`src/design/cubic_bspline_forward_diff_assert.svh`:
```
// ----------------------------------------------------------------------------
// Assertion macros for the cubic B-spline block. Clock is clock, reset is reset.
// ----------------------------------------------------------------------------
`ifndef CUBIC_BSPLINE_FORWARD_DIFF_ASSERT_SVH
`define CUBIC_BSPLINE_FORWARD_DIFF_ASSERT_SVH

// same-cycle implication
`define CBFD_ASSERT(lbl, ante, cons, msg) \
   lbl: assert property (@(posedge clock) disable iff (reset) (ante) |-> (cons)) \
      else $error(msg);

// next-cycle implication
`define CBFD_ASSERT_NEXT(lbl, ante, cons, msg) \
   lbl: assert property (@(posedge clock) disable iff (reset) (ante) |=> (cons)) \
      else $error(msg);

`endif

```
`src/design/cbfd_pkg.sv`:
```
// ----------------------------------------------------------------------------
// cbfd_pkg
// Shared types and constants of the cubic B-spline forward differencing block.
// ----------------------------------------------------------------------------
`default_nettype none

package cbfd_pkg;

   localparam int COORD_W     = 32;
   localparam int COEF_W      = 36;
   localparam int ACC_W       = 64;
   localparam int AXES        = 2;
   localparam int WIN_DEPTH   = 3;
   localparam int QUEUE_DEPTH = 2;
   localparam int DIV_LAT     = 3;

   localparam logic signed [COORD_W-1:0] OUT_MAX = {1'b0, {(COORD_W-1){1'b1}}};
   localparam logic signed [COORD_W-1:0] OUT_MIN = {1'b1, {(COORD_W-1){1'b0}}};

   // four control points of one axis, p0 oldest
   typedef struct packed {
      logic signed [COORD_W-1:0] p0;
      logic signed [COORD_W-1:0] p1;
      logic signed [COORD_W-1:0] p2;
      logic signed [COORD_W-1:0] p3;
   } cbfd_axis_pts_type;

   // one complete segment request
   typedef struct packed {
      cbfd_axis_pts_type x;
      cbfd_axis_pts_type y;
   } cbfd_seg_type;

endpackage

`default_nettype wire

```
`src/design/cbfd_queue.sv`:
```
// ----------------------------------------------------------------------------
// cbfd_queue
// Short FIFO of segment requests between the front and the back end.
// ----------------------------------------------------------------------------
`default_nettype none

`include "cubic_bspline_forward_diff_assert.svh"

module cbfd_queue (
   input  logic                   clock,
   input  logic                   reset,
   input  logic                   push,
   input  cbfd_pkg::cbfd_seg_type push_data,
   output logic                   full,
   output logic                   head_valid,
   output cbfd_pkg::cbfd_seg_type head_data,
   input  logic                   pop
);
   import cbfd_pkg::*;

   localparam int PTR_W = (QUEUE_DEPTH > 1) ? $clog2(QUEUE_DEPTH) : 1;
   localparam int CNT_W = $clog2(QUEUE_DEPTH + 1);
   localparam logic [PTR_W-1:0] PTR_LAST = PTR_W'(QUEUE_DEPTH - 1);
   localparam logic [CNT_W-1:0] CNT_FULL = CNT_W'(QUEUE_DEPTH);

   cbfd_seg_type     mem_ff [QUEUE_DEPTH];
   logic [PTR_W-1:0] wr_ptr_ff;
   logic [PTR_W-1:0] wr_ptr_in;
   logic [PTR_W-1:0] rd_ptr_ff;
   logic [PTR_W-1:0] rd_ptr_in;
   logic [CNT_W-1:0] count_ff;
   logic [CNT_W-1:0] count_in;

   assign full       = (count_ff == CNT_FULL);
   assign head_valid = (count_ff != '0);
   assign head_data  = mem_ff[rd_ptr_ff];

   always_comb begin
      wr_ptr_in = wr_ptr_ff;
      rd_ptr_in = rd_ptr_ff;
      count_in  = count_ff;
      if (push) begin
         wr_ptr_in = (wr_ptr_ff == PTR_LAST) ? '0 : wr_ptr_ff + 1'b1;
      end
      if (pop) begin
         rd_ptr_in = (rd_ptr_ff == PTR_LAST) ? '0 : rd_ptr_ff + 1'b1;
      end
      if (push && !pop) begin
         count_in = count_ff + 1'b1;
      end else if (pop && !push) begin
         count_in = count_ff - 1'b1;
      end
   end

   always_ff @(posedge clock) begin
      if (reset) begin
         wr_ptr_ff <= '0;
         rd_ptr_ff <= '0;
         count_ff  <= '0;
      end else begin
         wr_ptr_ff <= wr_ptr_in;
         rd_ptr_ff <= rd_ptr_in;
         count_ff  <= count_in;
      end
   end

   always_ff @(posedge clock) begin
      if (push) begin
         mem_ff[wr_ptr_ff] <= push_data;
      end
   end

   `CBFD_ASSERT(a_no_overflow, push, !full, "queue push while full")
   `CBFD_ASSERT(a_no_underflow, pop, head_valid, "queue pop while empty")
   `CBFD_ASSERT(a_count_range, 1'b1, count_ff <= CNT_FULL, "queue count out of range")

endmodule

`default_nettype wire

```
`config.mk`:
```
export PLATFORM = sky130hd
export DESIGN_NAME = cbfd_queue
export DESIGN_NICKNAME = d
export VERILOG_FILES = /design/src/design/cbfd_pkg.sv /design/src/design/cbfd_queue.sv
export VERILOG_INCLUDE_DIRS = /design/src /design/src/design
export SDC_FILE = /design/constraint.sdc
export NUM_CORES = 1
export LEC_CHECK = 0
export ABC_AREA = 1
export BUFFER_PORTS_ARGS = -buffer_cell sky130_fd_sc_hd__buf_2
export CORE_UTILIZATION = 45
export DETAILED_ROUTE_END_ITERATION = 7
export HOLD_SLACK_MARGIN = 0.02
export PLACE_DENSITY = 0.74
export SLEW_MARGIN = 20
export SYNTH_ARGS = -nofsm -noshare
export SYNTH_HDL_FRONTEND = slang
export SYNTH_SLANG_ARGS = --single-unit
```
`constraint.sdc`:
```
create_clock -name clock -period 19.8 [get_ports clock]
set_input_delay 0.99 -clock clock [delete_from_list [all_inputs] [get_ports clock]]
set_output_delay 0.99 -clock clock [all_outputs]
set_load 0.005 [all_outputs]
```
; Word level (Yosys, flattened, before mapping)
; Memories as Yosys holds them, arrays and structs flattened. A register that Yosys moved wholly into a read port is not among the register bits.
; Index checks and enable logic that the tools add are counted.
; Widths: inputs -> output; s select.
[word_totals]
reg_bits = 4
ram_bits = 512
input_bits = 260
elab_cells = 23
n_memories = 1
[mem_list]
columns = memory, words, width, read_ports, rd_ports_with_merged_regs, write_ports, line
row1 = mem_ff, 2, 256, 1, 1, 1, cbfd_queue.sv:26  ; cbfd_seg_type mem_ff [QUEUE_DEPTH];
[classes]
add_sub_neg = 4
eq_ne = 1
muxes = 8
reduce_logical = 6
[op_table]
columns = op, n
row1 = $mux 1, 6
row2 = $mux 2, 2
row3 = $reduce_bool 2->1, 2
row4 = $add 1x1->1 const B, 2
row5 = $add 2x1->2 const B, 1
row6 = $eq 2x2->1 const B, 1
row7 = $logic_and 1x1->1, 2
row8 = $logic_not 1->1, 2
row9 = $sub 2x1->2 const B, 1

; Depth between registers and ports, before layout
[depth]
word_depth = 4
depth_mapped = 8

; Worst setup path before layout
; Ideal clock, no wire load.
[synth_path]
path_kind = input to register
startpoint = in push
endpoint = mem mem_ff[0][0] (netlist bit) (enable)
setup_ns = 0.885
t_arrival_ns = 11.724
t_required_ns = 18.915
slack_ns = 7.192
path_stages = 2
path_buffers = 0
cell_sequence = inv_1 nor2_1
[synth_between]
elab_chain_cells = 2
[synth_rtl]
columns = item, line
row1 = "start, declared", cbfd_queue.sv:12  ; input logic push,
row2 = $mux 1, cbfd_queue.sv:68  ; if (push) begin
row3 = $mux 1 (implied by the code), cbfd_queue.sv:69  ; mem_ff[wr_ptr_ff] <= push_data;
row4 = "end, declared", cbfd_queue.sv:26
; No other way between the ends.

==> impl_metrics.tcl <==
set metrics [dict create \
    status "finished, violations left" \
    violations "design-rule violations" \
    postCtsHoldBufs 0 \
    worstSkewPairLatency_ns 0.57 \
    first_pass_iters 6 \
    postCtsSetupBuffers 0 \
    syn-num-nets 1090 \
    synthTopCellsByArea "edfxtp_1 82%, mux2_2 15%, buf_6 1.6%" \
    antenna_found_initial 8 \
    fin_crit_sh_pct 23.9 \
    overflow 0 \
    grt_max_degree 172 \
    drive_above_1_share_pct 60.1 \
    crit_top_cell "buf_4" \
    cts_tree "built" \
    whs_ns 0.539 \
    ys_ff_latch 517 \
    setup_tns_ns 0 \
    ant_nets 0 \
    cp_cell_sequence "buf_4, buf_4, mux2_2, buf_2" \
    seq_area_frac_synth_pct 82.4 \
    ff2ff_setup_slack_ns 16.77 \
    cp-end-kind "output pin" \
    path_class "reg -> out" \
    avgViaCountPerCell 5.02 \
    cts_resized 0 \
    finClkSkew_ns 0.0153 \
    die_width_um 206 \
    drv_cap 0 \
    initial_core_util_pct 45.8 \
    rsz0062_at_grt "no" \
    nets 1639 \
    placed_area_um2 21800 \
    slew_headroom_pct 29.1 \
    cp.arrival_ns 3.74 \
    grt.total_usage_pct 18.0 \
    grt_pass1_vias 9974 \
    fmax_mhz 211 \
    dpl.hpwl_um 27400 \
    synthesis.area_um2 18800 \
    grt_pass1_wl_um 56500 \
    cts_buffers 51 \
    final_cell_area_um2 23400 \
    synth_top_cell_by_area "edfxtp_1" \
    initialDrtViolationCount 594 \
    num_vias 9800 \
    yosysUniqueCellTypes 16 \
    max-vdd-ir-drop_v 0.0000807 \
    yosysTopAreaCellShare_pct 81.8 \
    synth_area_per_cell_um2 22.7 \
    yosysWarnings 0 \
    power.density_nw_per_um2 103 \
    drc 132 \
    max_slew.worst_pin.slew_ns 1.06 \
    setup_slack_ns 15.07 \
    rows 74 \
    htree_levels 2 \
    numPortBuffers 517 \
    period_needed_ns 4.73 \
    die_y_um 206 \
    hold_class "reg -> reg" \
    leakage_nw 8.73 \
    clockRootBuffer "clkbuf_16" \
    cp-start-kind "register" \
    max_stage_delay_ns 1.01 \
    cts_buffer_depth 3 \
    die_area_um2 42600 \
    drt_wl_total_um 40600 \
    finalHoldViolCount 0 \
    syn2layout_area_growth_pct 24.5 \
    setup_viol 0 \
    clkTransAtPathRegs_ns 0.06 \
    coreArea_um2 41000 \
    finalMaxSlewViolations 0 \
    cp_max_fo 74 \
    io_pins 518 \
    required_ns 18.81 \
    crit_slowest_cell "dfxtp_4" \
    wl_per_cell_um 20.8 \
    pre_cts_slack_ns 15.56 \
    place_congestion 0.840 \
    synthCells 829 \
    clock-sinks 517 \
    utilization_pct 57.0 \
]
## stage by stage
step | total power (W) | cells
after detailed placement | 0.00153 | 1857
final | 0.00240 | 1954
after floorplan | 0.00144 | 829
after CTS | 0.00243 | 1947
after global placement | 0.00153 | 1857
after global routing | 0.00248 | 1948
## power breakdown
| group | internal, W | total (W) | switching, W | leakage, nW |
|---|---|---|---|---|
| Sequential | 0.00127 | 0.00129 | 0.0000189 | 4.85 |
| Clock | 0.000512 | 0.000893 | 0.000381 | 0.758 |
| Combinational | 0.000110 | 0.000219 | 0.000110 | 3.12 |
| Total | 0.00189 | 0.00240 | 0.000510 | 8.73 |
## critical path, delay by kind of cell (launching register included)
kind	cells	cell delay, ns
buffers and inverters	3	1.64
flip-flops	1	1.01
multiplexers	1	0.41
## flip-flops by register name (all words and copies together), names as in the netlist, named ones only
register	flops
wr_ptr_ff	1
rd_ptr_ff	1
mem_ff	512
count_ff	2
## logic make-up after synthesis
family,share of synthesized area [%]
buffers and inverters,1.80
flip-flops,82.4
AND/OR/NAND/NOR,0.326
multiplexers,15.3
AO/OA/AOI/OAI,0.0532
XOR/XNOR,0.0466
adder cells (fa/ha/maj),0.0666
## cell type report
type	count	area (um2)
fillers	3108	17600
flip-flops and latches	517	15500
multi-input cells	275	2980
repair buffers	524	2650
clock buffers	69	1420
well taps	532	666
clock inverters	21	129
inverters	9	41.3
diodes	7	17.5
## layout by cell type, fill, tap and decap left out, types with 3 or more instances in the layout
| cell type | count |
|---|---|
| diode_2 | 7 |
| buf_2 | 517 |
| clkinv_2 | 8 |
| clkbuf_8 | 3 |
| clkinv_1 | 9 |
| mux2_2 | 256 |
| inv_1 | 8 |
| clkbuf_16 | 53 |
| nor2_1 | 5 |
| dfxtp_1 | 4 |
| clkbuf_1 | 13 |
| nand2_1 | 6 |
| edfxtp_1 | 512 |
| buf_4 | 6 |
## cell usage after synthesis
master      n
dfxtp_1     5
nand2_1     6
ha_1        1
inv_1       9
a21oi_1     1
nand3_1     1
buf_2       1
nor2_1      6
nand4_1     1
edfxtp_1  512
o21ai_0     1
buf_6      26
mux2_2    256
xnor2_1     1
nor3_1      1
buf_4       1
## path summary, 6_finish.rpt
kind | cells after the start | end | start
worst max register to register | 3 | mem_ff[0][175]$_DFFE_PP_ | wr_ptr_ff$_SDFFE_PP0P_
worst min register to register | 2 | register | rd_ptr_ff$_SDFFE_PP0P_
worst max-delay path | 4 | head_data[55] | register
worst min-delay path | 2 | register | rd_ptr_ff$_SDFFE_PP0P_
## layer usage
layer  part of all wire [%]  up-vias  GRT usage, %
met5                   0.12        -             0
met3                     10       79          6.76
met1                     36     4893          20.1
met2                     51      411          30.8
met4                    2.9        6          7.54
li1                       -     4411             -
Power figures use the tool's default switching activity.
