$ cat src/design/cubic_bspline_forward_diff_assert.svh
// ----------------------------------------------------------------------------
// Assertion macros for the cubic B-spline block. Clock is clock, reset is reset.
// ----------------------------------------------------------------------------
`ifndef CUBIC_BSPLINE_FORWARD_DIFF_ASSERT_SVH
`define CUBIC_BSPLINE_FORWARD_DIFF_ASSERT_SVH

// same-cycle implication
`define CBFD_ASSERT(lbl, ante, cons, msg) \
   lbl: assert property (@(posedge clock) disable iff (reset) (ante) |-> (cons)) \
      else $error(msg);

// next-cycle implication
`define CBFD_ASSERT_NEXT(lbl, ante, cons, msg) \
   lbl: assert property (@(posedge clock) disable iff (reset) (ante) |=> (cons)) \
      else $error(msg);

`endif

$ cat src/design/cbfd_pkg.sv
// ----------------------------------------------------------------------------
// cbfd_pkg
// Shared types and constants of the cubic B-spline forward differencing block.
// ----------------------------------------------------------------------------
`default_nettype none

package cbfd_pkg;

   localparam int COORD_W     = 32;
   localparam int COEF_W      = 36;
   localparam int ACC_W       = 64;
   localparam int AXES        = 2;
   localparam int WIN_DEPTH   = 3;
   localparam int QUEUE_DEPTH = 2;
   localparam int DIV_LAT     = 3;

   localparam logic signed [COORD_W-1:0] OUT_MAX = {1'b0, {(COORD_W-1){1'b1}}};
   localparam logic signed [COORD_W-1:0] OUT_MIN = {1'b1, {(COORD_W-1){1'b0}}};

   // four control points of one axis, p0 oldest
   typedef struct packed {
      logic signed [COORD_W-1:0] p0;
      logic signed [COORD_W-1:0] p1;
      logic signed [COORD_W-1:0] p2;
      logic signed [COORD_W-1:0] p3;
   } cbfd_axis_pts_type;

   // one complete segment request
   typedef struct packed {
      cbfd_axis_pts_type x;
      cbfd_axis_pts_type y;
   } cbfd_seg_type;

endpackage

`default_nettype wire

$ cat src/design/cbfd_intf.sv
// ----------------------------------------------------------------------------
// cbfd_intf
// Valid/ready channels for control point requests and curve point responses.
// ----------------------------------------------------------------------------
`default_nettype none

interface cbfd_req_if;
   logic               valid;
   logic               ready;
   logic signed [31:0] point_x;
   logic signed [31:0] point_y;
   logic               curve_start;

   modport source (output valid, output point_x, output point_y, output curve_start,
                   input ready);
   modport sink   (input valid, input point_x, input point_y, input curve_start,
                   output ready);
endinterface


`default_nettype wire

$ cat src/design/cbfd_front.sv
// ----------------------------------------------------------------------------
// cbfd_front
// Accepts control points, keeps the three-point window and pushes completed
// segments into the queue.
// ----------------------------------------------------------------------------
`default_nettype none

module cbfd_front (
   input  logic                  clock,
   input  logic                  reset,
   cbfd_req_if.sink              req,
   output logic                  push,
   output cbfd_pkg::cbfd_seg_type push_data,
   input  logic                  q_full
);
   import cbfd_pkg::*;

   localparam logic [1:0] SEEN_MAX = 2'(WIN_DEPTH);

   logic signed [COORD_W-1:0] win_x_ff [WIN_DEPTH];
   logic signed [COORD_W-1:0] win_y_ff [WIN_DEPTH];
   logic signed [COORD_W-1:0] wx [WIN_DEPTH];
   logic signed [COORD_W-1:0] wy [WIN_DEPTH];
   logic [1:0]                seen_ff;
   logic [1:0]                seen_in;
   logic [1:0]                seen_eff;
   logic                      accept;

   assign req.ready = !q_full;
   assign accept    = req.valid && req.ready;

   // a new curve starts from an empty window
   always_comb begin
      for (int i = 0; i < WIN_DEPTH; i++) begin
         wx[i] = req.curve_start ? '0 : win_x_ff[i];
         wy[i] = req.curve_start ? '0 : win_y_ff[i];
      end
      seen_eff = req.curve_start ? 2'd0 : seen_ff;
      seen_in  = (seen_eff == SEEN_MAX) ? SEEN_MAX : seen_eff + 2'd1;
   end

   assign push = accept && (seen_eff == SEEN_MAX);

   always_comb begin
      push_data.x.p0 = wx[0];
      push_data.x.p1 = wx[1];
      push_data.x.p2 = wx[2];
      push_data.x.p3 = req.point_x;
      push_data.y.p0 = wy[0];
      push_data.y.p1 = wy[1];
      push_data.y.p2 = wy[2];
      push_data.y.p3 = req.point_y;
   end

   always_ff @(posedge clock) begin
      if (reset) begin
         seen_ff <= 2'd0;
      end else if (accept) begin
         seen_ff <= seen_in;
      end
   end

   always_ff @(posedge clock) begin
      if (accept) begin
         for (int i = 0; i < WIN_DEPTH - 1; i++) begin
            win_x_ff[i] <= wx[i+1];
            win_y_ff[i] <= wy[i+1];
         end
         win_x_ff[WIN_DEPTH-1] <= req.point_x;
         win_y_ff[WIN_DEPTH-1] <= req.point_y;
      end
   end

endmodule

`default_nettype wire

$ cat src/flat_wrapper.sv
// flat-port wrapper written by rule: the top's interface ports become plain ports
module cbfd_front_flat import cbfd_pkg::*;
  (clock, reset, push, push_data, q_full, req_valid, req_point_x, req_point_y, req_curve_start, req_ready);
  cbfd_req_if req_i ();
  input  logic clock;
  input  logic reset;
  output logic push;
  output cbfd_pkg::cbfd_seg_type push_data;
  input  logic q_full;
  input wire logic [$bits(req_i.valid)-1:0] req_valid;
  input wire logic [$bits(req_i.point_x)-1:0] req_point_x;
  input wire logic [$bits(req_i.point_y)-1:0] req_point_y;
  input wire logic [$bits(req_i.curve_start)-1:0] req_curve_start;
  output wire logic [$bits(req_i.ready)-1:0] req_ready;
  assign req_i.valid = req_valid;
  assign req_i.point_x = req_point_x;
  assign req_i.point_y = req_point_y;
  assign req_i.curve_start = req_curve_start;
  assign req_ready = req_i.ready;
  cbfd_front u_core (.clock(clock), .reset(reset), .req(req_i), .push(push), .push_data(push_data), .q_full(q_full));
endmodule
$ cat config.mk
export PLATFORM = sky130hd
export DESIGN_NAME = cbfd_front_flat
export DESIGN_NICKNAME = d
export VERILOG_FILES = /design/src/design/cubic_bspline_forward_diff_assert.svh /design/src/design/cbfd_pkg.sv /design/src/design/cbfd_intf.sv /design/src/design/cbfd_front.sv /design/src/flat_wrapper.sv
export SDC_FILE = /design/constraint.sdc
export NUM_CORES = 1
export LEC_CHECK = 0
export ABC_AREA = 1
export BUFFER_PORTS_ARGS = -buffer_cell sky130_fd_sc_hd__buf_2
export CAP_MARGIN = 20
export CORE_UTILIZATION = 52
export DETAILED_ROUTE_END_ITERATION = 7
export PLACE_DENSITY = 0.85
export SYNTH_ARGS = -nofsm -noshare
export SYNTH_HDL_FRONTEND = slang
export SYNTH_SLANG_ARGS = --single-unit
$ cat constraint.sdc
create_clock -name clock -period 21.2 [get_ports clock]
set_clock_uncertainty 0.05 [all_clocks]
set_input_delay 0 -clock clock [delete_from_list [all_inputs] [get_ports clock]]
set_output_delay 0 -clock clock [all_outputs]
set_load 0.03 [all_outputs]
# After elaboration in Yosys (flattened, before gate mapping)

Memory sizes are Yosys's and may differ from the RTL's.
Index checks and enable logic that the tools add are counted.

Memories: 2
Word-level logic and storage cells: 18
Bits in writable memories: 192
Output and inout port bits: 258
Register bits after elaboration: 2
Input bits: 69

Multiplexer cells: 10
Reductions and logical operators: 3
Eq/ne operators: 1
Add/subtract/negate cells: 1

Memories:

| memory          | depth | width | rd ports | clocked after Yosys merged registers in | wr ports | line             | source |
|---|---|---|---|---|---|---|---|
| u_core.win_x_ff | 3     | 32    | 3        | 0                                       | 3        | cbfd_front.sv:20 | `logic signed [COORD_W-1:0] win_x_ff [WIN_DEPTH];` |
| u_core.win_y_ff | 3     | 32    | 3        | 0                                       | 3        | cbfd_front.sv:21 | `logic signed [COORD_W-1:0] win_y_ff [WIN_DEPTH];` |

Operators by type and width:

| operator              | count |
|---|---|
| $mux W32              | 6 |
| $mux W2               | 2 |
| $add A2 B1 Y2 const B | 1 |
| $eq A2 B2 Y1 const B  | 1 |
| $logic_and A1 B1 Y1   | 2 |
| $mux W1               | 2 |
| $logic_not A1 Y1      | 1 |

# Longest topological paths before layout

Gate-level depths: netlist of the first run.

Depth after elaboration: 4
Depth in mapped cells: 5
Mapped depth without buffers: 5

# Worst setup path after synthesis of the first run

Ideal clock, no wire load.

Kind: in2reg
Start: input req_valid
End: memory u_core.win_x_ff[0][0] (enable)
Required time: 20,396 ps
Stages: 2
Arrival time: 8,093 ps
Library setup time: 754 ps
Buffers on the path: 0
Setup slack: 12,303 ps
Path through: inv_1 -> nor2_1

RTL lines:

| item            | line               | source |
|---|---|---|
| start, declared | flat_wrapper.sv:10 | `input wire logic [$bits(req_i.valid)-1:0] req_valid;` |
| end, declared   | cbfd_front.sv:20   |  |

# Final worst setup path of the first run

Start: input req_curve_start
End: output push

Word-level cells in the longest chain between the ends: 3

RTL lines:

| item                | line               | source |
|---|---|---|
| start, declared     | flat_wrapper.sv:13 | `input wire logic [$bits(req_i.curve_start)-1:0] req_curve_start;` |
| $mux W2             | cbfd_front.sv:38   | `seen_eff = req.curve_start ? 2'd0 : seen_ff;` |
| $eq A2 B2 Y1        | cbfd_front.sv:42   | `assign push = accept && (seen_eff == SEEN_MAX);` |
| $logic_and A1 B1 Y1 | cbfd_front.sv:42   |  |
| end, declared       | flat_wrapper.sv:7  | `output logic push;` |

Every way passes these cells.

==> results of run 1 <==
## metal layers
layer | vias to the layer above | share of wire (%) | global-route usage (%)
met5 | - | 0 | 0
met4 | 0 | 3.3 | 10.56
met3 | 50 | 5.8 | 5.862
met2 | 230 | 54 | 39.49
met1 | 2528 | 37 | 23.73
li1 | 2644 | - | -
## synthesized netlist by cell type
| library cell | n | area, um2 |
|---|---|---|
| sky130_fd_sc_hd__nor2_1 | 195 | 732.0 |
| sky130_fd_sc_hd__edfxtp_1 | 192 | 5766 |
| sky130_fd_sc_hd__buf_6 | 20 | 225.2 |
| sky130_fd_sc_hd__buf_4 | 64 | 480.5 |
| sky130_fd_sc_hd__dfxtp_1 | 2 | 40.04 |
| sky130_fd_sc_hd__o21ai_0 | 1 | 5.000 |
| sky130_fd_sc_hd__nand2_1 | 2 | 7.510 |
| sky130_fd_sc_hd__inv_1 | 199 | 747.0 |
| sky130_fd_sc_hd__a21oi_1 | 1 | 5.000 |
| sky130_fd_sc_hd__o21bai_1 | 1 | 7.510 |
| sky130_fd_sc_hd__nand4_1 | 1 | 6.260 |
| sky130_fd_sc_hd__buf_2 | 1 | 5.000 |
| sky130_fd_sc_hd__nand3_1 | 1 | 5.000 |
## area by class of cell
type / instances / area, um2 / share of cell area (%)
inverter: 199 / 747.0 / 7.144
sequential: 194 / 5806 / 55.52
timing repair buffer: 394 / 2326 / 22.24
multi-input combinational: 202 / 775.7 / 7.419
clock inverter: 14 / 137.6 / 1.316
clock buffer: 18 / 429.2 / 4.104
tap: 188 / 235.2 / 2.250
## registers in the layout, indices dropped and copies added, names as in the netlist
signal / count
u_core.seen_ff: 2
u_core.win_x_ff: 96
u_core.win_y_ff: 96
## worst register-to-register path: cells and delay by family, from the launching register on
kind,cells,cell delay (ns)
buf+inv,2,0.15
flops,1,0.35
simple gates,1,0.11
compound gates,1,0.19
## repair_timing
action	4_1_cts	5_1_grt
hold buffers	66	0
hold endpoints to repair	66	0
endpoints found under the setup margin	0	0
## worst max path at each step
| stage | startpoint | end | cells past startpoint |
|---|---|---|---|
| 2_1_floorplan | req_valid | u_core.win_x_ff[0][0] | 2 |
| 3_5_place_dp | req_curve_start | u_core.seen_ff[1] | 5 |
| 3_3_place_gp | req_curve_start | u_core.seen_ff[1] | 5 |
| 4_1_cts | req_curve_start | push | 6 |
| 6_report | req_curve_start | push | 6 |
| 5_1_grt | req_curve_start | push | 6 |
## kinds of logic after synthesis
group | share of synthesized area (%)
flip-flops | 72.29
AO/OA/AOI/OAI | 0.2180
AND/OR/NAND/NOR | 9.347
buffers and inverters | 18.15
## power by group
part	internal, mW	switching, mW	leakage, nW
logic	0.0356	0.0915	3.13
clock network	0.173	0.135	0.277
registers	0.444	0.00520	1.85
total	0.653	0.232	5.26
## cells in the final DEF, fill, tap and decap left out, drive strengths merged
cell         instances
buf                328
inv                202
nor2               195
edfxtp             192
dlygate4sd3         66
clkbuf              18
clkinv               8
nand2                2
bufinv               2
dfxtp                2
nand3                1
nand4                1
a21oi                1
o21bai               1
o21ai                1
clkinvlp             1
## metrics by stage
stage	cell area [um2]	power [mW]	setup slack, ns
floorplan	8031	0.5495	12.30
global placement	9229	0.5706	19.18
detailed placement	9229	0.5737	19.12
CTS	10460	0.8869	19.16
global route	10460	0.9141	18.92
finish	10460	0.8855	19.12
==> results.txt, run 1 <==
----------------------------------------------------
[Final layout]
  Number of nets in the final layout ... between 1000 and 1500
  Final cell utilization of the core ... a little under 70%
  Fillcell total ... about 1100
  Layout cell share with drive strength beyond 1 ... 34.97%
  Syn-to-layout area delta ... 30.19%
  Ant. Diodes ... 0
  Post-route non-filler standard cell count ... 1209

[Yosys]
  Number of different library cells in the post-synthesis netlist ... 13
  Post-synthesis instance area ... about 0.008 mm2
  Sequential area share after synthesis ... roughly 72%
  Post-synth net total ... about 750
  Total number of yosys warnings ... 0
  Mean cell area of the mapped netlist ... about 12 um2
  Cell count after synthesis ... 680
  Register bit total from synthesis ... a little under 200

[Setup path]
  Setup crit start kind ... input pin
  Longest individual stage delay on the worst path ... slightly below 0.9 ns
  Critical R2R Capture ... u_core.seen_ff[1]
  Number of cells on the worst reg-to-reg path ... 4
  Maximum fanout along the worst path ... roughly 110
  Worst-path cell chain ... buf_6, buf_4, inv_1, nand3_1, nor2_1, buf_2
  Number of buffer and inverter stages on the critical path ... 4
  Slowest cell on the critical path ... sky130_fd_sc_hd__buf_4
  Data arrival, critical path ... ~2 ns
  CP endpoint kind ... primary output
  Required time at the worst-slack endpoint ... 21.15 ns
  FF-to-FF setup slack ... 20.28 ns
  Critical path class ... input pin to primary output
  Worst path top cell family by delay ... buffers and inverters
  R2r startpoint ... u_core.seen_ff[0]

[Drt]
  Remaining antenna violation count ... 0
  DR DRC count ... 0
  Via-per-instance ratio ... roughly 4.5
  Starting DRC count in detailed routing ... 380
  Total length of routed wires ... ~18000 um
  Wire length per cell ... about 15 um
  Overall via count from detail_route ... ~5500
  Detailed-routing iteration count for the pre-antenna-repair pass ... 5

[Clock tree]
  Total setup buffers inserted after CTS ... 0
  Number of buffers added by the clock tree synthesis step ... 17
  Root Buffer ... sky130_fd_sc_hd__clkbuf_16
  Number of instances resized during post-cts repair ... 0
  # H-tree levels ... 4
  Longest Clk Path Bufs ... 2
  Clock slew at reported path FFs ... around 0.070 ns
  TritonCTS clock tree ... yes
  Clock latency on the worst-skew pair ... between 0.4 and 0.5 ns
  Sinks on Clock Net ... between 150 and 200

[GRT]
  Largest net degree at the start of global routing ... between 150 and 200
  GRT Residual Overflow ... 0
  Total GRT Usage ... around 22%
  Antenna violations before repair ... 0
  Number of global-route vias before repair ... 5220
  First-pass GRT wire length ... about 26000 um

[Place]
  Dpl cells ... around 1100
  Final HPWL DP ... approximately 11000 um
  Count of input and output buffers ... 326
  Global placer's final weighted congestion ... between 0.8 and 0.9

[Worst hold path]
  Class of the most critical hold timing path ... input pin to flop
  Number of cells on the worst hold path ... 2
  Startpoint of the tightest hold check path ... req_curve_start
  End of the worst hold path ... u_core.win_x_ff[0][61]

[Pwr]
  Maximum resistive drop on vdd ... roughly 0.054 mV
  P_leak ... around 5.3 nW
  P per Cell Area ... roughly 85 mW/mm2

[Die]
  Horiz. Die Dim ... 126.3 um
  Overall die height ... around 130 um
  Std-Cell Rows ... between 40 and 50
  Die Area ... 0.01595 mm2
  Total I/O pin count ... roughly 330
  Core area ... approximately 0.015 mm2
  Initial standard-cell utilization of the core ... between 50% and 60%

[STA]
  Final Setup Violations ... 0
  Final hold vios ... 0
  Highest clock rate ... 480.9 MHz
  Final worst path period share ... about a tenth
  Worst Hold Margin ... between 0.09 and 0.1 ns
  Final Max Slew Viols ... 0
  Tmin final ... about 2.1 ns
  Worst slew pin tran ... ~1.1 ns
  Setup TNS ... 0 ns
  Worst max-slew margin expressed relative to the limit ... approximately a quarter
  RSZ-0062 raised after global routing ... no

[Run]
  Count of max-cap constraint violations ... 0

[Run status]
  Result of the run ... finished clean

----------------------------------------------------
Note: power is estimated with default switching activity, not from simulation.
==> inputs of run 2 (changes only) <==
--- a/config.mk
+++ b/config.mk
@@ -8,9 +8,9 @@
 export ABC_AREA = 1
 export BUFFER_PORTS_ARGS = -buffer_cell sky130_fd_sc_hd__buf_2
 export CAP_MARGIN = 20
-export CORE_UTILIZATION = 52
+export CORE_UTILIZATION = 48
 export DETAILED_ROUTE_END_ITERATION = 7
-export PLACE_DENSITY = 0.85
+export PLACE_DENSITY = 0.8
 export SYNTH_ARGS = -nofsm -noshare
 export SYNTH_HDL_FRONTEND = slang
 export SYNTH_SLANG_ARGS = --single-unit
==> constraint.sdc (replaced) <==
create_clock -name clock -period 2.1 [get_ports clock]
set_clock_uncertainty 0.05 [all_clocks]
set_input_delay 0 -clock clock [delete_from_list [all_inputs] [get_ports clock]]
set_output_delay 0 -clock clock [all_outputs]
set_load 0.03 [all_outputs]
==> run 2 against run 1 <==
  * Critical path depth down 3
  * Core utilization down 3.0 points
  * Die area up 8.2%
  * Setup slack worse by 18 ns
  * Register-to-register slack worse by 19 ns
  * Clock-buffer cell count unchanged
  * First-iteration DRC count down 37%
  * Final cell count up 2.6%
  * Hold slack worse by 0.052 ns
  * Cell area up 1.7%
  * Non-clock buffer count up 3
  * Total power rose to 10 times the previous value
  * Largest cell class unchanged
  * Largest power group unchanged
==> results.txt, run 2 (synthesis gave the netlist of run 1 again) <==
----------------------------------------------------
[Clock tree]
  Sinks on Clock Net ... 194 (unchanged)
  Total setup buffers inserted after CTS ... 0 (unchanged)
  Hold buffer count at CTS ... 65 (was 66)
  Number of instances resized during post-cts repair ... 0 (unchanged)
  # H-tree levels ... 4 (unchanged)
  Root Buffer ... sky130_fd_sc_hd__clkbuf_16 (unchanged)
  Clock latency on the worst-skew pair ... 0.42 ns (about the same)
  TritonCTS clock tree ... yes (unchanged)
  Longest Clk Path Bufs ... 2 (unchanged)
  Number of buffers added by the clock tree synthesis step ... 17 (unchanged)
  Clock slew at reported path FFs ... 0.06 ns (was 0.07 ns)

[STA]
  Worst Hold Margin ... 0.04473 ns (was 0.09627 ns)
  Worst max-slew margin expressed relative to the limit ... 66.50% (was 23.78%)
  RSZ-0062 raised after global routing ... no (unchanged)
  Final worst path period share ... ~60%
  Final hold vios ... 0 (unchanged)
  Final Setup Violations ... 0 (unchanged)
  Tmin final ... 1.268 ns
  Worst slew pin tran ... 0.5025 ns (was 1.143 ns)
  Final Max Slew Viols ... 0 (unchanged)
  Highest clock rate ... around 790 MHz

[Final layout]
  Post-Layout Inst Area ... 0.01064 mm2 (was 0.01046 mm2)
  Final cell utilization of the core ... 66.01% (was 69.04%)
  Number of nets in the final layout ... 1080 (was 1077)
  Syn-to-layout area delta ... 32.45% (was 30.19%)
  Commonest non-fill, non-tap cells in the layout ... sky130_fd_sc_hd__buf_2, sky130_fd_sc_hd__inv_1, sky130_fd_sc_hd__nor2_1, sky130_fd_sc_hd__edfxtp_1, sky130_fd_sc_hd__dlygate4sd3_1 (unchanged)
  Most common cell after layout, fill and taps aside ... sky130_fd_sc_hd__buf_2 (unchanged)
  Post-route non-filler standard cell count ... 1240 (was 1209)
  Layout cell share with drive strength beyond 1 ... 35.64% (was 34.97%)
  Ant. Diodes ... 0 (unchanged)
  Biggest registers after layout ... u_core.win_x_ff: 96 flops, u_core.win_y_ff: 96 flops, u_core.seen_ff: 2 flops (unchanged)

[Setup path]
  Critical path class ... flop to primary output (was input pin to primary output)
  Number of cells on the worst reg-to-reg path ... 2 (was 4)
  Data arrival, critical path ... 1.22 ns (was 2.03 ns)
  Required time at the worst-slack endpoint ... 2.05 ns (was 21.15 ns)
  FF-to-FF setup slack ... 1.19 ns (was 20.28 ns)
  R2r startpoint ... u_core.win_x_ff[0][92] (was u_core.seen_ff[0])
  Setup crit start kind ... flop (was input pin)
  Critical R2R Capture ... u_core.win_x_ff[0][60] (was u_core.seen_ff[1])
  Maximum fanout along the worst path ... 3 (was 107)
  CP endpoint kind ... primary output (unchanged)

[Pwr]
  P_int ... 6.871 mW (was 0.6535 mW)
  Sequential Power Share ... 49.0% (was 50.8%)
  Net Switching ... 2.379 mW (was 0.2320 mW)
  P_leak ... 5.311 nW (was 5.257 nW)
  Combinational group share of total power ... 14.0% (was 14.4%)
  Maximum resistive drop on vdd ... 0.5625 mV (was 0.05412 mV)
  Proportion of total power due to net switching ... 25.72% (was 26.20%)
  P per Cell Area ... 869.6 mW/mm2 (was 84.69 mW/mm2)
  Fraction of power consumed by the clock network ... 37.0% (was 34.9%)

[GRT]
  Total GRT Usage ... 20.35% (was 21.86%)
  Number of global-route vias before repair ... 5345 (was 5220)
  Antenna violations before repair ... 0 (unchanged)
  First-pass GRT wire length ... 26740 um (was 26160 um)
  GRT Residual Overflow ... 0 (unchanged)
  Largest net degree at the start of global routing ... 92 (was 194)

[Drt]
  Remaining antenna violation count ... 0 (unchanged)
  Overall via count from detail_route ... 5434 (was 5452)
  Total length of routed wires ... 17520 um (was 17800 um)
  Starting DRC count in detailed routing ... 239 (was 380)
  Via-per-instance ratio ... 4.382 (was 4.510)
  Wire length per cell ... 14.13 um (was 14.72 um)
  Detailed-routing iteration count for the pre-antenna-repair pass ... 4 (was 5)
  DR DRC count ... 0 (unchanged)

[Die]
  Core area ... 0.01612 mm2 (was 0.01515 mm2)
  Total I/O pin count ... 327 (unchanged)
  Die Area ... 0.01725 mm2 (was 0.01595 mm2)
  Overall die height ... 131.4 um (was 126.3 um)
  Horiz. Die Dim ... 131.4 um (was 126.3 um)
  Std-Cell Rows ... 46 (was 45)
  Initial standard-cell utilization of the core ... 49.84% (was 53.03%)

[Run status]
  Result of the run ... finished clean (unchanged)

[Worst hold path]
  Startpoint of the tightest hold check path ... req_curve_start (unchanged)
  Number of cells on the worst hold path ... 2 (unchanged)
  Class of the most critical hold timing path ... input pin to flop (unchanged)
  End of the worst hold path ... u_core.win_x_ff[0][19] (was u_core.win_x_ff[0][61])

[Place]
  Dpl cells ... 1143 (was 1111)
  Global placer's final weighted congestion ... 0.7722 (was 0.8633)
  Count of input and output buffers ... 326 (unchanged)
  Final HPWL DP ... 11000 um (was 11030 um)
  Placed instance area ... 0.009356 mm2 (was 0.009229 mm2)

[Run]
  Count of max-cap constraint violations ... 0 (unchanged)

----------------------------------------------------
run 2: worst max path at each step:
stage | start | to | slack, ns | cells past startpoint
3_5_place_dp | req_valid | u_core.win_y_ff[0][81] | 0.83 | 4
5_1_grt | u_core.seen_ff[0] | push | 0.75 | 3
3_3_place_gp | req_valid | u_core.win_y_ff[0][76] | 0.84 | 4
6_report | u_core.seen_ff[0] | push | 0.83 | 3
4_1_cts | u_core.seen_ff[0] | push | 0.77 | 3
2_1_floorplan | req_valid | u_core.win_x_ff[0][0] | -1.23 | 2
run 2: final cells by class:
class	instances	area, um2
repair buffers	397	2396
flip-flops and latches	194	5806
fillers	1185	5478
clock inverters	14	201.4
well taps	216	270.3
inverters	199	759.5
multi-input cells	202	775.7
clock buffers	18	429.2
run 2: power groups by stage:
stage                     Combinational, mW  Sequential [mW]  Clock, mW
after floorplan                       0.901             4.61          0
after global placement                 1.18             4.60          0
after detailed placement               1.20             4.61          0
after CTS                              1.29             4.53       3.50
after global routing                   1.38             4.54       3.62
final                                  1.30             4.53       3.42
run 2: critical path, stage by stage (launching register included):
cell and delay, ns:
sky130_fd_sc_hd__dfxtp_1 0.35, sky130_fd_sc_hd__nand3_1 0.08, sky130_fd_sc_hd__nor2_1 0.14, sky130_fd_sc_hd__buf_2 0.23
run 2: per-stage QoR:
step	worst slack [ns]	power [mW]	setup TNS [ns]
after floorplan	-1.228	5.515	-236.94
after global placement	0.8419	5.782	0
after detailed placement	0.8271	5.812	0
after CTS	0.7744	9.323	0
after global routing	0.7465	9.548	0
final	0.8316	9.250	0
run 2: routing by layer:
| layer | part of all wire (%) | global-route usage (%) | up-vias | wire length, um |
|---|---|---|---|---|
| met5 | 0 | 0 | - | 0 |
| met2 | 53 | 36.70 | 250 | 9226 |
| met4 | 4.0 | 11.37 | 0 | 696 |
| met1 | 36 | 20.70 | 2469 | 6347 |
| li1 | - | - | 2663 | - |
| met3 | 7.1 | 6.520 | 52 | 1247 |
==> inputs of run 3 (changes only) <==
==> constraint.sdc (replaced) <==
create_clock -name clock -period 1.3 [get_ports clock]
set_clock_uncertainty 0.05 [all_clocks]
set_input_delay 0 -clock clock [delete_from_list [all_inputs] [get_ports clock]]
set_output_delay 0 -clock clock [all_outputs]
set_load 0.03 [all_outputs]
==> run 3 against run 2 <==
  * Hold slack worse by 0.018 ns
  * Clock power is 42% higher
  * Largest power group unchanged
  * Non-clock buffer count is 14 higher
  * Die area stayed put
  * Highest routed layer unchanged
  * Sequential share of layout area is 0.48 points lower
==> results.txt, run 3 (synthesis gave the netlist of run 1 again) <==
----------------------------------------------------
[Clock tree]
  Longest Clk Path Bufs ... 2 (unchanged)
  TritonCTS clock tree ... yes (unchanged)
  Clock slew at reported path FFs ... 0.07 ns (was 0.06 ns)
  Number of buffers added by the clock tree synthesis step ... 17 (unchanged)
  # H-tree levels ... 4 (unchanged)
  Root Buffer ... sky130_fd_sc_hd__clkbuf_16 (unchanged)
  Sinks on Clock Net ... 194 (unchanged)
  Clock latency on the worst-skew pair ... 0.42 ns (about the same)

[STA]
  Highest clock rate ... roughly 810 MHz
  Final Max Slew Viols ... 0 (unchanged)
  Final worst path period share ... about 95%
  Final Setup Violations ... 0 (unchanged)
  RSZ-0062 raised after global routing ... yes (was no)
  Tmin final ... about 1.2 ns
  Worst slew pin tran ... 0.3706 ns (was 0.5025 ns)
  Worst Hold Margin ... 0.02673 ns (was 0.04473 ns)
  Final hold vios ... 0 (unchanged)
  Worst max-slew margin expressed relative to the limit ... 75.29% (was 66.50%)

[Die]
  Overall die height ... 131.4 um (unchanged)
  Horiz. Die Dim ... 131.4 um (unchanged)
  Die Area ... 0.01725 mm2 (unchanged)
  Initial standard-cell utilization of the core ... 49.84% (unchanged)
  Core area ... 0.01612 mm2 (unchanged)
  Std-Cell Rows ... 46 (unchanged)
  Total I/O pin count ... 327 (unchanged)

[Setup path]
  Setup crit start kind ... flop (unchanged)
  Longest individual stage delay on the worst path ... 0.33 ns (was 0.35 ns)
  R2r startpoint ... u_core.win_x_ff[0][72] (was u_core.win_x_ff[0][92])
  Number of cells on the worst reg-to-reg path ... 2 (unchanged)
  Maximum fanout along the worst path ... 2 (was 3)
  CP Launch Point ... u_core.win_x_ff[0][81] (was u_core.seen_ff[0])
  Worst path top cell family by delay ... flip-flops (unchanged)
  CP endpoint kind ... primary output (unchanged)
  Critical path class ... flop to primary output (unchanged)
  Slowest cell on the critical path ... sky130_fd_sc_hd__edfxtp_1 (was sky130_fd_sc_hd__dfxtp_1)
  Critical R2R Capture ... u_core.win_x_ff[0][40] (was u_core.win_x_ff[0][60])
  Data arrival, critical path ... 1.18 ns (was 1.22 ns)
  Required time at the worst-slack endpoint ... 1.25 ns (was 2.05 ns)
  Worst-path cell chain ... inv_1, nor2_1, buf_2 (was nand3_1, nor2_1, buf_2)
  Number of buffer and inverter stages on the critical path ... 2 (was 1)
  FF-to-FF setup slack ... 0.46 ns (was 1.19 ns)

[Final layout]
  Number of nets in the final layout ... 1094 (was 1080)
  Layout cell share with drive strength beyond 1 ... 36.71% (was 35.64%)
  Biggest registers after layout ... u_core.win_x_ff: 96 flops, u_core.win_y_ff: 96 flops, u_core.seen_ff: 2 flops (unchanged)
  Syn-to-layout area delta ... 33.62% (was 32.45%)
  Post-Layout Inst Area ... 0.01073 mm2 (was 0.01064 mm2)
  Fillcell total ... 1156 (was 1185)
  Most common cell after layout, fill and taps aside ... sky130_fd_sc_hd__buf_2 (unchanged)
  Ant. Diodes ... 0 (unchanged)
  Final cell utilization of the core ... 66.59% (was 66.01%)
  Commonest non-fill, non-tap cells in the layout ... sky130_fd_sc_hd__buf_2, sky130_fd_sc_hd__inv_1, sky130_fd_sc_hd__nor2_1, sky130_fd_sc_hd__edfxtp_1, sky130_fd_sc_hd__dlygate4sd3_1 (unchanged)

[Drt]
  DR DRC count ... 0 (unchanged)
  Met1 wire length ... 6625 um (was 6347 um)
  Overall via count from detail_route ... 5564 (was 5434)
  Remaining antenna violation count ... 0 (unchanged)
  Detailed-routing iteration count for the pre-antenna-repair pass ... 4 (unchanged)
  Total length of routed wires ... 18040 um (was 17520 um)
  Detail Route met2 WL ... 9430 um (was 9226 um)
  Highest metal used ... met4 (unchanged)
  Met3 WL post-DR ... 1285 um (was 1247 um)
  Starting DRC count in detailed routing ... 256 (was 239)
  Via-per-instance ratio ... 4.437 (was 4.382)
  Wire length per cell ... 14.38 um (was 14.13 um)

[Pwr]
  P per Cell Area ... 1337 mW/mm2 (was 869.6 mW/mm2)
  Total power ... 14.35 mW (was 9.250 mW)
  Maximum resistive drop on vdd ... 0.8960 mV (was 0.5625 mV)
  P_leak ... 5.364 nW (was 5.311 nW)

[Place]
  Count of input and output buffers ... 326 (unchanged)
  Final HPWL DP ... 11870 um (was 11000 um)
  Global placer's final weighted congestion ... 0.7877 (was 0.7722)
  Placed instance area ... 0.009512 mm2 (was 0.009356 mm2)

[Worst hold path]
  End of the worst hold path ... u_core.win_x_ff[0][18] (was u_core.win_x_ff[0][19])
  Class of the most critical hold timing path ... input pin to flop (unchanged)
  Number of cells on the worst hold path ... 2 (unchanged)
  Startpoint of the tightest hold check path ... req_curve_start (unchanged)

[GRT]
  GRT Residual Overflow ... 0 (unchanged)
  Total GRT Usage ... 21.00% (was 20.35%)
  Number of global-route vias before repair ... 5543 (was 5345)
  Antenna violations before repair ... 0 (unchanged)
  Largest net degree at the start of global routing ... 44 (was 92)
  First-pass GRT wire length ... 27840 um (was 26740 um)

[Run]
  Count of max-cap constraint violations ... 0 (unchanged)

[Run status]
  Result of the run ... finished clean (unchanged)

----------------------------------------------------
==> run 3: cell types whose count changed in the layout (fill, tap and decap cells not counted), sizes merged <==
cell      previous run  this run
clkinv               1         5
clkinvlp             4         3
inv                204       206
buf                332       346
bufinv               4         0
clkbuf              18        17
==> run 3: layout make-up <==
type / instances / area, um2 / area share [%]
clock buffers: 17 / 425.4 / 3.964
flip-flops and latches: 194 / 5806 / 54.10
inverters: 199 / 759.5 / 7.077
repair buffers: 411 / 2567 / 23.92
clock inverters: 15 / 122.6 / 1.143
well taps: 216 / 270.3 / 2.518
multi-input cells: 202 / 780.7 / 7.275
==> run 3: metal layers <==
| metal | vias to the layer above | global-route usage, % |
|---|---|---|
| met5 | - | 0 |
| met1 | 2573 | 22.27 |
| met4 | 0 | 10.66 |
| met2 | 257 | 37.91 |
| li1 | 2684 | - |
| met3 | 50 | 5.980 |
==> run 3: where the power goes <==
part	switching, mW	total, mW	internal [mW]
Clock	2.36	4.87	2.51
Combinational	1.51	2.17	0.654
Sequential	0.0829	7.32	7.23
Total	3.96	14.4	10.4
==> run 3: worst max path at each step <==
stage	endpoint	slack, ns	cells past startpoint
after global placement	u_core.win_y_ff[0][81]	0.17	5
after detailed placement	u_core.win_y_ff[0][93]	0.18	5
after global routing	push	-0.005	3
after CTS	push	0.008	3
final	push_data[177]	0.07	3
after floorplan	u_core.win_x_ff[0][0]	-2.03	2
==> run 3: worst reg2reg max path: stages (launching register included) <==
cell and delay, ns:
sky130_fd_sc_hd__edfxtp_1 0.42, sky130_fd_sc_hd__inv_1 0.08, sky130_fd_sc_hd__nor2_1 0.05
==> run 3: what timing repair did <==
action,in CTS,in global routing
resized for setup,2,9
pin swaps,0,0
setup endpoints to repair,2,5
cloned,0,0
hold buffers,65,0
endpoints found under the hold margin,66,0
buffers inserted,0,0
==> run 3: per-stage QoR <==
step | cells | worst slack [ns] | setup TNS [ns]
6_report | 1254 | 0.06906 | 0
4_1_cts | 1254 | 0.008174 | 0
3_3_place_gp | 1157 | 0.1691 | 0
2_1_floorplan | 680 | -2.028 | -391.34
3_5_place_dp | 1157 | 0.1757 | 0
5_1_grt | 1254 | -0.005087 | -0.005087
